==> config.mk <==
export PLATFORM = sky130hd
export DESIGN_NAME = wait_queue_engine_unit
export DESIGN_NICKNAME = d
export VERILOG_FILES = /design/src/design/wqe_pkg.sv /design/src/design/wqe_table.sv /design/src/design/wait_queue_engine_unit.sv
export VERILOG_INCLUDE_DIRS = /design/src /design/src/design
export SDC_FILE = /design/constraint.sdc
export NUM_CORES = 2
export LEC_CHECK = 0
export BUFFER_PORTS_ARGS = -buffer_cell sky130_fd_sc_hd__buf_2
export CAP_MARGIN = 20
export CORE_ASPECT_RATIO = 1.25
export CORE_UTILIZATION = 63
export CTS_CLUSTER_SIZE = 12
export DETAILED_ROUTE_END_ITERATION = 7
export GPL_TIMING_DRIVEN = 0
export PLACE_DENSITY = 0.79
export SYNTH_ARGS = -nofsm -noshare
export SYNTH_HDL_FRONTEND = slang
export SYNTH_SLANG_ARGS = --single-unit
==> constraint.sdc <==
create_clock -name clk -period 5.25 [get_ports clk]
set_input_delay 0.525 -clock clk [delete_from_list [all_inputs] [get_ports clk]]
set_output_delay 0.525 -clock clk [all_outputs]
set_load 0.05 [all_outputs]
==> src/design/wait_queue_engine_unit_assert.svh <==
// ----------------------------------------------------------------------------
// Wait queue engine assertion macros
// Concurrent assertion wrappers; they expand to nothing when SYNTH is set.
// ----------------------------------------------------------------------------
`ifndef WAIT_QUEUE_ENGINE_UNIT_ASSERT_SVH
`define WAIT_QUEUE_ENGINE_UNIT_ASSERT_SVH
`ifndef SYNTH
// The consequent must hold in the same cycle as the antecedent.
`define WQE_ASSERT_NOW(lbl, ck, rs_n, ante, cons) \
  lbl: assert property (@(posedge ck) disable iff (!rs_n) (ante) |-> (cons)) \
    else $error("wait queue engine check failed");
// The consequent must hold in the cycle after the antecedent.
`define WQE_ASSERT_NEXT(lbl, ck, rs_n, ante, cons) \
  lbl: assert property (@(posedge ck) disable iff (!rs_n) (ante) |=> (cons)) \
    else $error("wait queue engine check failed");
`else
`define WQE_ASSERT_NOW(lbl, ck, rs_n, ante, cons)
`define WQE_ASSERT_NEXT(lbl, ck, rs_n, ante, cons)
`endif
`endif

==> src/design/wqe_pkg.sv <==
// ----------------------------------------------------------------------------
// Wait queue engine package
// Field widths, parameter defaults, command and status codes, shared types.
// ----------------------------------------------------------------------------
package wqe_pkg;

  localparam int CMD_W    = 2;
  localparam int SLOT_W   = 6;
  localparam int TASK_W   = 16;
  localparam int STATUS_W = 2;

  // Number of slots the slot field can name.
  localparam int SLOT_SPACE = 1 << SLOT_W;

  localparam int SLOTS_DEF      = 64;
  localparam int TASK_BITS_DEF  = 16;
  localparam int WAKE_LIMIT_DEF = 64;

  typedef enum logic [CMD_W-1:0] {
    CMD_ADD,
    CMD_REMOVE,
    CMD_WAKE_ONE,
    CMD_WAKE_ALL
  } cmd_t;

  typedef enum logic [STATUS_W-1:0] {
    STAT_OK,
    STAT_ALREADY_QUEUED,
    STAT_NOT_QUEUED,
    STAT_EMPTY
  } status_t;

  typedef enum logic [1:0] {
    S_IDLE,
    S_DECIDE,
    S_UNLINK,
    S_WALK
  } state_t;

  // Write strobes toward the slot tables.
  typedef struct packed {
    logic next_we;
    logic prev_we;
    logic task_we;
    logic mark_set;
    logic mark_clr;
  } tbl_ctl_t;

endpackage

==> src/design/wqe_table.sv <==
// ----------------------------------------------------------------------------
// Wait queue slot tables
// Next link, previous link and task id memories with one shared read address
// and registered read data, plus the on-queue marks kept in flops.
// ----------------------------------------------------------------------------
module wqe_table #(
  parameter int ND = wqe_pkg::SLOTS_DEF,
  parameter int IW = $clog2(wqe_pkg::SLOTS_DEF),
  parameter int LW = $clog2(wqe_pkg::SLOTS_DEF + 1),
  parameter int TW = wqe_pkg::TASK_BITS_DEF
) (
  input  logic                clk,
  input  logic                rst_n,
  input  wqe_pkg::tbl_ctl_t   ctl,
  input  logic [IW-1:0]       mark_addr,
  output logic                mark_q,
  input  logic [IW-1:0]       rd_addr,
  output logic [LW-1:0]       rd_next,
  output logic [LW-1:0]       rd_prev,
  output logic [TW-1:0]       rd_task,
  input  logic [IW-1:0]       next_waddr,
  input  logic [LW-1:0]       next_wdata,
  input  logic [IW-1:0]       prev_waddr,
  input  logic [LW-1:0]       prev_wdata,
  input  logic [IW-1:0]       task_waddr,
  input  logic [TW-1:0]       task_wdata
);

  logic [LW-1:0] next_mem_r [ND];
  logic [LW-1:0] prev_mem_r [ND];
  logic [TW-1:0] task_mem_r [ND];
  logic [ND-1:0] mark_r;
  logic [LW-1:0] rd_next_r;
  logic [LW-1:0] rd_prev_r;
  logic [TW-1:0] rd_task_r;

  always_ff @(posedge clk) begin
    if (ctl.next_we) begin
      next_mem_r[next_waddr] <= next_wdata;
    end
    if (ctl.prev_we) begin
      prev_mem_r[prev_waddr] <= prev_wdata;
    end
    if (ctl.task_we) begin
      task_mem_r[task_waddr] <= task_wdata;
    end
    rd_next_r <= next_mem_r[rd_addr];
    rd_prev_r <= prev_mem_r[rd_addr];
    rd_task_r <= task_mem_r[rd_addr];
  end

  always_ff @(posedge clk) begin
    if (!rst_n) begin
      mark_r <= '0;
    end else if (ctl.mark_set) begin
      mark_r[mark_addr] <= 1'b1;
    end else if (ctl.mark_clr) begin
      mark_r[mark_addr] <= 1'b0;
    end
  end

  assign mark_q  = mark_r[mark_addr];
  assign rd_next = rd_next_r;
  assign rd_prev = rd_prev_r;
  assign rd_task = rd_task_r;

endmodule

==> src/design/wait_queue_engine_unit.sv <==
// Add and rejected commands pass from the capture registers through the decide state
// to the result register; remove and non-empty wakes add the registered table read.
// Wake all then gives one result per cycle while the output side keeps taking them.
// A new input beat is taken only once the last result is registered, so commands do
// not overlap: an add passes through the capture in idle and the decide state.
// Reset clears the on-queue marks and the head, with no clearing pass.
// ----------------------------------------------------------------------------
// Wait queue engine
// Doubly linked wait queue held in slot tables, newest entry at the head.
// ----------------------------------------------------------------------------
`include "wait_queue_engine_unit_assert.svh"

module wait_queue_engine_unit #(
  parameter int SLOTS      = wqe_pkg::SLOTS_DEF,
  parameter int TASK_BITS  = wqe_pkg::TASK_BITS_DEF,
  parameter int WAKE_LIMIT = wqe_pkg::WAKE_LIMIT_DEF
) (
  input  logic                           clk,
  input  logic                           rst_n,
  input  logic                           in_valid,
  output logic                           in_ready,
  input  logic [wqe_pkg::CMD_W-1:0]      in_command,
  input  logic [wqe_pkg::SLOT_W-1:0]     in_entry_slot,
  input  logic [wqe_pkg::TASK_W-1:0]     in_task_id,
  output logic                           out_valid,
  input  logic                           out_ready,
  output logic [wqe_pkg::TASK_W-1:0]     out_woken_task,
  output logic                           out_wake_valid,
  output logic                           out_last_result,
  output logic [wqe_pkg::STATUS_W-1:0]   out_status
);

  // Only the slots the slot field can reach need storage.
  localparam int ND = (SLOTS < wqe_pkg::SLOT_SPACE) ? SLOTS : wqe_pkg::SLOT_SPACE;
  localparam int IW = $clog2(ND);
  // Links carry one extra code, ND, meaning no entry.
  localparam int LW = $clog2(ND + 1);
  localparam int TW = (TASK_BITS < wqe_pkg::TASK_W) ? TASK_BITS : wqe_pkg::TASK_W;
  localparam int CW = (WAKE_LIMIT > 1) ? $clog2(WAKE_LIMIT) : 1;

  localparam logic [LW-1:0]               NO_LINK   = LW'(ND);
  localparam logic [wqe_pkg::SLOT_W:0]    SLOT_LIM  = (wqe_pkg::SLOT_W + 1)'(ND);
  localparam logic [CW-1:0]               LAST_CNT  = CW'(WAKE_LIMIT - 1);

  wqe_pkg::state_t  state_r, state_nxt;
  wqe_pkg::cmd_t    cmd_r, cmd_nxt;
  logic [wqe_pkg::SLOT_W-1:0] slot_r, slot_nxt;
  logic [TW-1:0]    task_r, task_nxt;
  logic [LW-1:0]    head_r, head_nxt;
  logic [IW-1:0]    cur_r, cur_nxt;
  logic [CW-1:0]    count_r, count_nxt;

  logic                          out_valid_r;
  logic [wqe_pkg::TASK_W-1:0]    out_task_r;
  logic                          out_wvalid_r;
  logic                          out_last_r;
  wqe_pkg::status_t              out_status_r;

  logic                          emit;
  logic [wqe_pkg::TASK_W-1:0]    e_task;
  logic                          e_wvalid;
  logic                          e_last;
  wqe_pkg::status_t              e_status;

  wqe_pkg::tbl_ctl_t ctl;
  logic [IW-1:0] slot_idx;
  logic [IW-1:0] head_idx;
  logic          slot_ok;
  logic          head_none;
  logic          mark_q;
  logic [IW-1:0] rd_addr;
  logic [LW-1:0] rd_next;
  logic [LW-1:0] rd_prev;
  logic [TW-1:0] rd_task;
  logic [IW-1:0] next_waddr;
  logic [LW-1:0] next_wdata;
  logic [IW-1:0] prev_waddr;
  logic [LW-1:0] prev_wdata;
  logic [IW-1:0] task_waddr;
  logic [TW-1:0] task_wdata;
  logic          out_free;
  logic          walk_last;

  // A slot index is meaningful only below the number of stored slots.
  assign slot_ok   = {1'b0, slot_r} < SLOT_LIM;
  assign slot_idx  = slot_r[IW-1:0];
  assign head_idx  = head_r[IW-1:0];
  assign head_none = (head_r == NO_LINK);

  // The result register can take a new beat when empty or being drained.
  assign out_free = !out_valid_r || out_ready;

  // The walk ends at the tail, at the wake limit, or at once for wake one.
  assign walk_last = (cmd_r == wqe_pkg::CMD_WAKE_ONE) || (rd_next == NO_LINK) ||
                     (count_r == LAST_CNT);

  assign in_ready = (state_r == wqe_pkg::S_IDLE);

  wqe_table #(
    .ND (ND),
    .IW (IW),
    .LW (LW),
    .TW (TW)
  ) u_table (
    .clk        (clk),
    .rst_n      (rst_n),
    .ctl        (ctl),
    .mark_addr  (slot_idx),
    .mark_q     (mark_q),
    .rd_addr    (rd_addr),
    .rd_next    (rd_next),
    .rd_prev    (rd_prev),
    .rd_task    (rd_task),
    .next_waddr (next_waddr),
    .next_wdata (next_wdata),
    .prev_waddr (prev_waddr),
    .prev_wdata (prev_wdata),
    .task_waddr (task_waddr),
    .task_wdata (task_wdata)
  );

  always_ff @(posedge clk) begin
    if (!rst_n) begin
      state_r <= wqe_pkg::S_IDLE;
      head_r  <= NO_LINK;
    end else begin
      state_r <= state_nxt;
      head_r  <= head_nxt;
    end
  end

  always_ff @(posedge clk) begin
    cmd_r   <= cmd_nxt;
    slot_r  <= slot_nxt;
    task_r  <= task_nxt;
    cur_r   <= cur_nxt;
    count_r <= count_nxt;
  end

  // Sequencer. Every link and task read goes through the one shared read port;
  // writes for a command are committed together with its result beat.
  always_comb begin
    state_nxt  = state_r;
    cmd_nxt    = cmd_r;
    slot_nxt   = slot_r;
    task_nxt   = task_r;
    head_nxt   = head_r;
    cur_nxt    = cur_r;
    count_nxt  = count_r;
    ctl        = '0;
    rd_addr    = cur_r;
    next_waddr = slot_idx;
    next_wdata = head_r;
    prev_waddr = head_idx;
    prev_wdata = LW'(slot_idx);
    task_waddr = slot_idx;
    task_wdata = task_r;
    emit       = 1'b0;
    e_task     = '0;
    e_wvalid   = 1'b0;
    e_last     = 1'b1;
    e_status   = wqe_pkg::STAT_OK;

    case (state_r)
      wqe_pkg::S_IDLE: begin
        if (in_valid) begin
          cmd_nxt   = wqe_pkg::cmd_t'(in_command);
          slot_nxt  = in_entry_slot;
          task_nxt  = in_task_id[TW-1:0];
          state_nxt = wqe_pkg::S_DECIDE;
        end
      end

      wqe_pkg::S_DECIDE: begin
        case (cmd_r)
          wqe_pkg::CMD_ADD: begin
            if (out_free) begin
              emit      = 1'b1;
              state_nxt = wqe_pkg::S_IDLE;
              if (!slot_ok) begin
                e_status = wqe_pkg::STAT_NOT_QUEUED;
              end else if (mark_q) begin
                e_status = wqe_pkg::STAT_ALREADY_QUEUED;
              end else begin
                // New entry at the head; the old head points back to it.
                ctl.task_we  = 1'b1;
                ctl.next_we  = 1'b1;
                ctl.prev_we  = !head_none;
                ctl.mark_set = 1'b1;
                head_nxt     = LW'(slot_idx);
              end
            end
          end

          wqe_pkg::CMD_REMOVE: begin
            rd_addr = slot_idx;
            if (!slot_ok || !mark_q) begin
              if (out_free) begin
                emit      = 1'b1;
                e_status  = wqe_pkg::STAT_NOT_QUEUED;
                state_nxt = wqe_pkg::S_IDLE;
              end
            end else begin
              state_nxt = wqe_pkg::S_UNLINK;
            end
          end

          default: begin
            // Both wake commands start at the head.
            rd_addr = head_idx;
            if (head_none) begin
              if (out_free) begin
                emit      = 1'b1;
                e_status  = wqe_pkg::STAT_EMPTY;
                state_nxt = wqe_pkg::S_IDLE;
              end
            end else begin
              cur_nxt   = head_idx;
              count_nxt = '0;
              state_nxt = wqe_pkg::S_WALK;
            end
          end
        endcase
      end

      wqe_pkg::S_UNLINK: begin
        // Keep reading the removed slot so its links stay on the read port.
        rd_addr    = slot_idx;
        next_waddr = rd_prev[IW-1:0];
        next_wdata = rd_next;
        prev_waddr = rd_next[IW-1:0];
        prev_wdata = rd_prev;
        if (out_free) begin
          emit         = 1'b1;
          ctl.mark_clr = 1'b1;
          state_nxt    = wqe_pkg::S_IDLE;
          // The head has no predecessor: its successor becomes the head.
          if (head_r == LW'(slot_idx)) begin
            head_nxt = rd_next;
          end else begin
            ctl.next_we = 1'b1;
          end
          ctl.prev_we = (rd_next != NO_LINK);
        end
      end

      wqe_pkg::S_WALK: begin
        rd_addr = cur_r;
        if (out_free) begin
          emit     = 1'b1;
          e_task   = wqe_pkg::TASK_W'(rd_task);
          e_wvalid = 1'b1;
          e_last   = walk_last;
          if (walk_last) begin
            state_nxt = wqe_pkg::S_IDLE;
          end else begin
            // Follow the link straight away so the next entry is read now.
            cur_nxt   = rd_next[IW-1:0];
            rd_addr   = rd_next[IW-1:0];
            count_nxt = count_r + CW'(1);
          end
        end
      end

      default: begin
        state_nxt = wqe_pkg::S_IDLE;
      end
    endcase
  end

  // Result register: it parts the sequencer from the output handshake.
  always_ff @(posedge clk) begin
    if (!rst_n) begin
      out_valid_r <= 1'b0;
    end else if (emit) begin
      out_valid_r <= 1'b1;
    end else if (out_ready) begin
      out_valid_r <= 1'b0;
    end
  end

  always_ff @(posedge clk) begin
    if (emit) begin
      out_task_r   <= e_task;
      out_wvalid_r <= e_wvalid;
      out_last_r   <= e_last;
      out_status_r <= e_status;
    end
  end

  assign out_valid       = out_valid_r;
  assign out_woken_task  = out_task_r;
  assign out_wake_valid  = out_wvalid_r;
  assign out_last_result = out_last_r;
  assign out_status      = out_status_r;

  `WQE_ASSERT_NEXT(a_accept_decide, clk, rst_n, in_valid && in_ready, state_r == wqe_pkg::S_DECIDE)
  `WQE_ASSERT_NOW(a_emit_room, clk, rst_n, emit, out_free)
  `WQE_ASSERT_NOW(a_walk_bound, clk, rst_n, state_r == wqe_pkg::S_WALK, count_r <= LAST_CNT)
  `WQE_ASSERT_NEXT(a_wake_walk, clk, rst_n,
                   state_r == wqe_pkg::S_DECIDE && !head_none &&
                   (cmd_r == wqe_pkg::CMD_WAKE_ONE || cmd_r == wqe_pkg::CMD_WAKE_ALL),
                   state_r == wqe_pkg::S_WALK && count_r == '0)

endmodule

==> qor.yml <==
logic_synthesis:
  synth_commonest_cells: "edfxtp_1 (1912), nand2_1 (1280), nand3_1 (632)"
  ys_seq_area_share_pct: 73.1
  synth_top_family_by_area: "simple AND/OR/NAND/NOR gates"
  synth_fa_ha_area_share_pct: 0.0769
  synthesis.area_sq_mm: 0.0814
  synth_area_leaders: "edfxtp_1 (71%), nand2_1 (5.9%), mux2i_1 (4.9%)"
  synth-seq-cells: 2015
  synth.distinct_cells: 64
  yosysWarningCount: 0
  synthArstFlopShare_pct: 0
  yosys.area.top_type: "edfxtp_1"
  synth_most_common_cell: "edfxtp_1"
  synth.avg_cell_area_sq_um: 13.7
  synthSimpleGateAreaFrac_pct: 12.8
  synth-compound-area-share_pct: 5.68
  syn_inst: 5954
  yosys.area.top_type_share_pct: 70.6
  synth-xor-area-share_pct: 0.108
  synthFlopType: "edfxtp_1"
  synth-edff-count: 1912
  synth_nets: 5987
  synth_mux_area_share_pct: 5.85
cts:
  cts_sinks: 2015
  cts_tree: "yes"
  clock_path_buffers: 3
  numCtsBuffers: 192
  clk_latency_ps: 860
  clk_pin_slew_ps: 60
  cts_htree_levels: 4
  clock-root-buffer: "clkbuf_16"
setup_path:
  crit_buf_inv: 7
  crit_path_cell_trace: "buf_2 > clkinv_1 > nor3_1 > a211o_1 > buf_2 > o211a_1 > buf_2 > buf_2 > buf_2 > clkbuf_1 > nand3_1 > nand3_1 > o211ai_1 > a211o_1"
  endpoint_kind: "flop"
  path_depth: 14
  crit_path_top_delay_cell: "buf_2"
  r2r_cells: 14
  r2r_end: "u_table.rd_next[3]$_DFF_P_"
  max_stage_delay_ps: 610
  path_max_fanout: 11
  worstSetupPathType: "flop to flop"
  critPathLaunchType: "flop"
  rr_startpoint: "slot_idx[0]$_DFFE_PP_"
  cp-startpoint: "slot_idx[0]$_DFFE_PP_"
  crit_arrival_ps: 6020
  crit_path_frequent_cell: "buf_2"
  path_delay_family: "buffers and inverters"
  critPathCapture: "u_table.rd_next[3]$_DFF_P_"
  r2r_setup_slack_ps: -130
  crit_required_ps: 5890
cells_and_area:
  fillers: 8176
  syn_to_final_growth_pct: 12.9
  nNetsFinal: 6348
  drive_gt1_share_pct: 11.6
  final_util_pct: 71.6
  design_area_sq_mm: 0.0919
drt:
  drtIter0Drc: 8714
  routed_via_density: 6.77
  met2_length_mm: 118
  firstDrtPassIters: 8
  wl_met1_mm: 79.5
  highest_layer: "met5"
  postRouteAntennaNets: 0
  wl_per_cell_um: 31.8
  wl_mm: 258
  dr_total_vias: 55066
  drc: 0
  wl_met3_mm: 33.8
place:
  place_area_sq_mm: 0.0856
  gp_congestion: 1.05
  place_ws_ps: -293
  dp_hpwl_mm: 176
  io_buffer_count: 48
sta:
  fmax_mhz: 186
  final-setup-viol-count: 234
  worst_pin_slew_ps: 1240
  finalCritPeriodShare_pct: 102
  finalSetupTns_ps: -7610
  relSlewSlack_pct: 17.3
  rsz0062_at_grt: "true"
  fin_crit_ps: 5380
  finalMaxSlewViolations: 0
  hold_viol: 0
  fin_ws_ps: -126
  finalClockSkew_ps: 31.2
outcome:
  status: "finished, violations left"
  violations: "negative setup slack"
power:
  p_per_area_mw_per_mm2: 443
  power.leakage_nw: 31.7
  ir_worst_vdd_uv: 323
grt:
  grt_pass1_vias: 53822
  grt_pass1_wl_mm: 362
  grtUsageTotal_pct: 39.8
  grt_max_degree: 68
  grt_overflow: 0
  antenna_found_initial: 14
die:
  fp-row-count: 147
  die_w_um: 323
  die_h_um: 404
  boundaryPins: 50
  design.core.area_sq_mm: 0.128
  die_area_sq_mm: 0.131
  start_util_pct: 63.4
worst_hold_path:
  min_path_type: "input pin to flop"
  hold_depth: 2
  hold_start: "rst_n"
job:
  cap_violations: 0
power by group:
part	total [mW]	leakage (nW)	switching, mW	internal, mW
Combinational	9.75	10.9	7.12	2.62
Sequential	18.3	18.2	0.252	18.0
Clock	12.7	2.64	5.72	6.96
registers in the layout (all words and copies together), names as in the netlist, 6 cells and up, named ones only:
name	count
u_table.task_mem_r	1024
u_table.next_mem_r	448
u_table.rd_task	16
count_r	6
head_r	7
u_table.rd_prev	6
cur_r	6
u_table.rd_next	7
slot_idx	6
u_table.prev_mem_r	384
task_r	16
out_woken_task	16
worst min path at each step:
stage and endpoint:
3_5_place_dp flop, 4_1_cts flop, 6_report out_valid$_SDFFE_PN0P_, 5_1_grt flop, 2_1_floorplan flop, 3_3_place_gp flop
kinds of logic after synthesis:
group / count (synthesis)
buf+inv: 462
compound gates: 633
flops: 2015
xor+xnor: 10
simple gates: 2368
fa+ha+maj: 5
mux: 461
worst register-to-register path: stages, from the launching register on:
cell and delay [ps]:
edfxtp_1 310, buf_2 280, clkinv_1 450, nor3_1 340
a211o_1 330, buf_2 350, o211a_1 170, buf_2 390
buf_2 460, buf_2 610, clkbuf_1 520, nand3_1 170
nand3_1 190, o211ai_1 150, a211o_1 460
layout make-up:
type | count | area (sq um) | share of cell area (%)
diodes | 11 | 27.5 | 0.0300
plain buffers | 369 | 1660 | 1.80
multi-input cells | 3477 | 20400 | 22.1
repair buffers | 168 | 2390 | 2.60
well taps | 1713 | 2140 | 2.33
inverters | 92 | 375 | 0.409
clock inverters | 17 | 114 | 0.124
clock buffers | 276 | 5350 | 5.82
flip-flops and latches | 2015 | 59500 | 64.7
layer usage:
layer	global-route usage, %	vias to the layer above
met5	0	-
met4	34.2	10
met3	12.3	1296
met2	61.5	4501
met1	45.1	26374
li1	-	22885
metrics by stage:
step | hold slack (ps) | instances | power [mW]
2_1_floorplan | 449 | 5954 | 23.6
3_5_place_dp | 468 | 7800 | 27.7
3_3_place_gp | 458 | 7715 | 27.3
6_report | 238 | 8138 | 40.7
4_1_cts | 211 | 8117 | 40.0
5_1_grt | 244 | 8127 | 41.3
cells in the final DEF (no fill, tap or decap), drive strengths merged, types with 27 or more instances in the layout:
cell,Yosys,layout
o211ai,66,66
o21a,72,72
mux2,59,59
nand3,632,632
inv,86,80
nand2,1280,1280
dfxtp,103,103
a311o,28,28
buf,168,308
nor4,35,35
o2111ai,57,57
o21ai,128,128
a311oi,28,28
a32oi,62,62
clkbuf,202,479
a21oi,86,86
a211o,31,31
o22a,27,27
nand3b,27,27
nor2,210,210
mux2i,396,396
nand4,45,45
and3,53,53
and2,35,35
edfxtp,1912,1912
repair_timing:
item,in CTS,in global routing
pin swaps,0,1
hold buffers,24,0
hold endpoints to repair,24,0
gates cloned,0,0
buffers inserted,0,3
gates resized for setup,14,135
endpoints found under the setup margin,936,761
No activity file was read; power rests on OpenSTA's default activity.
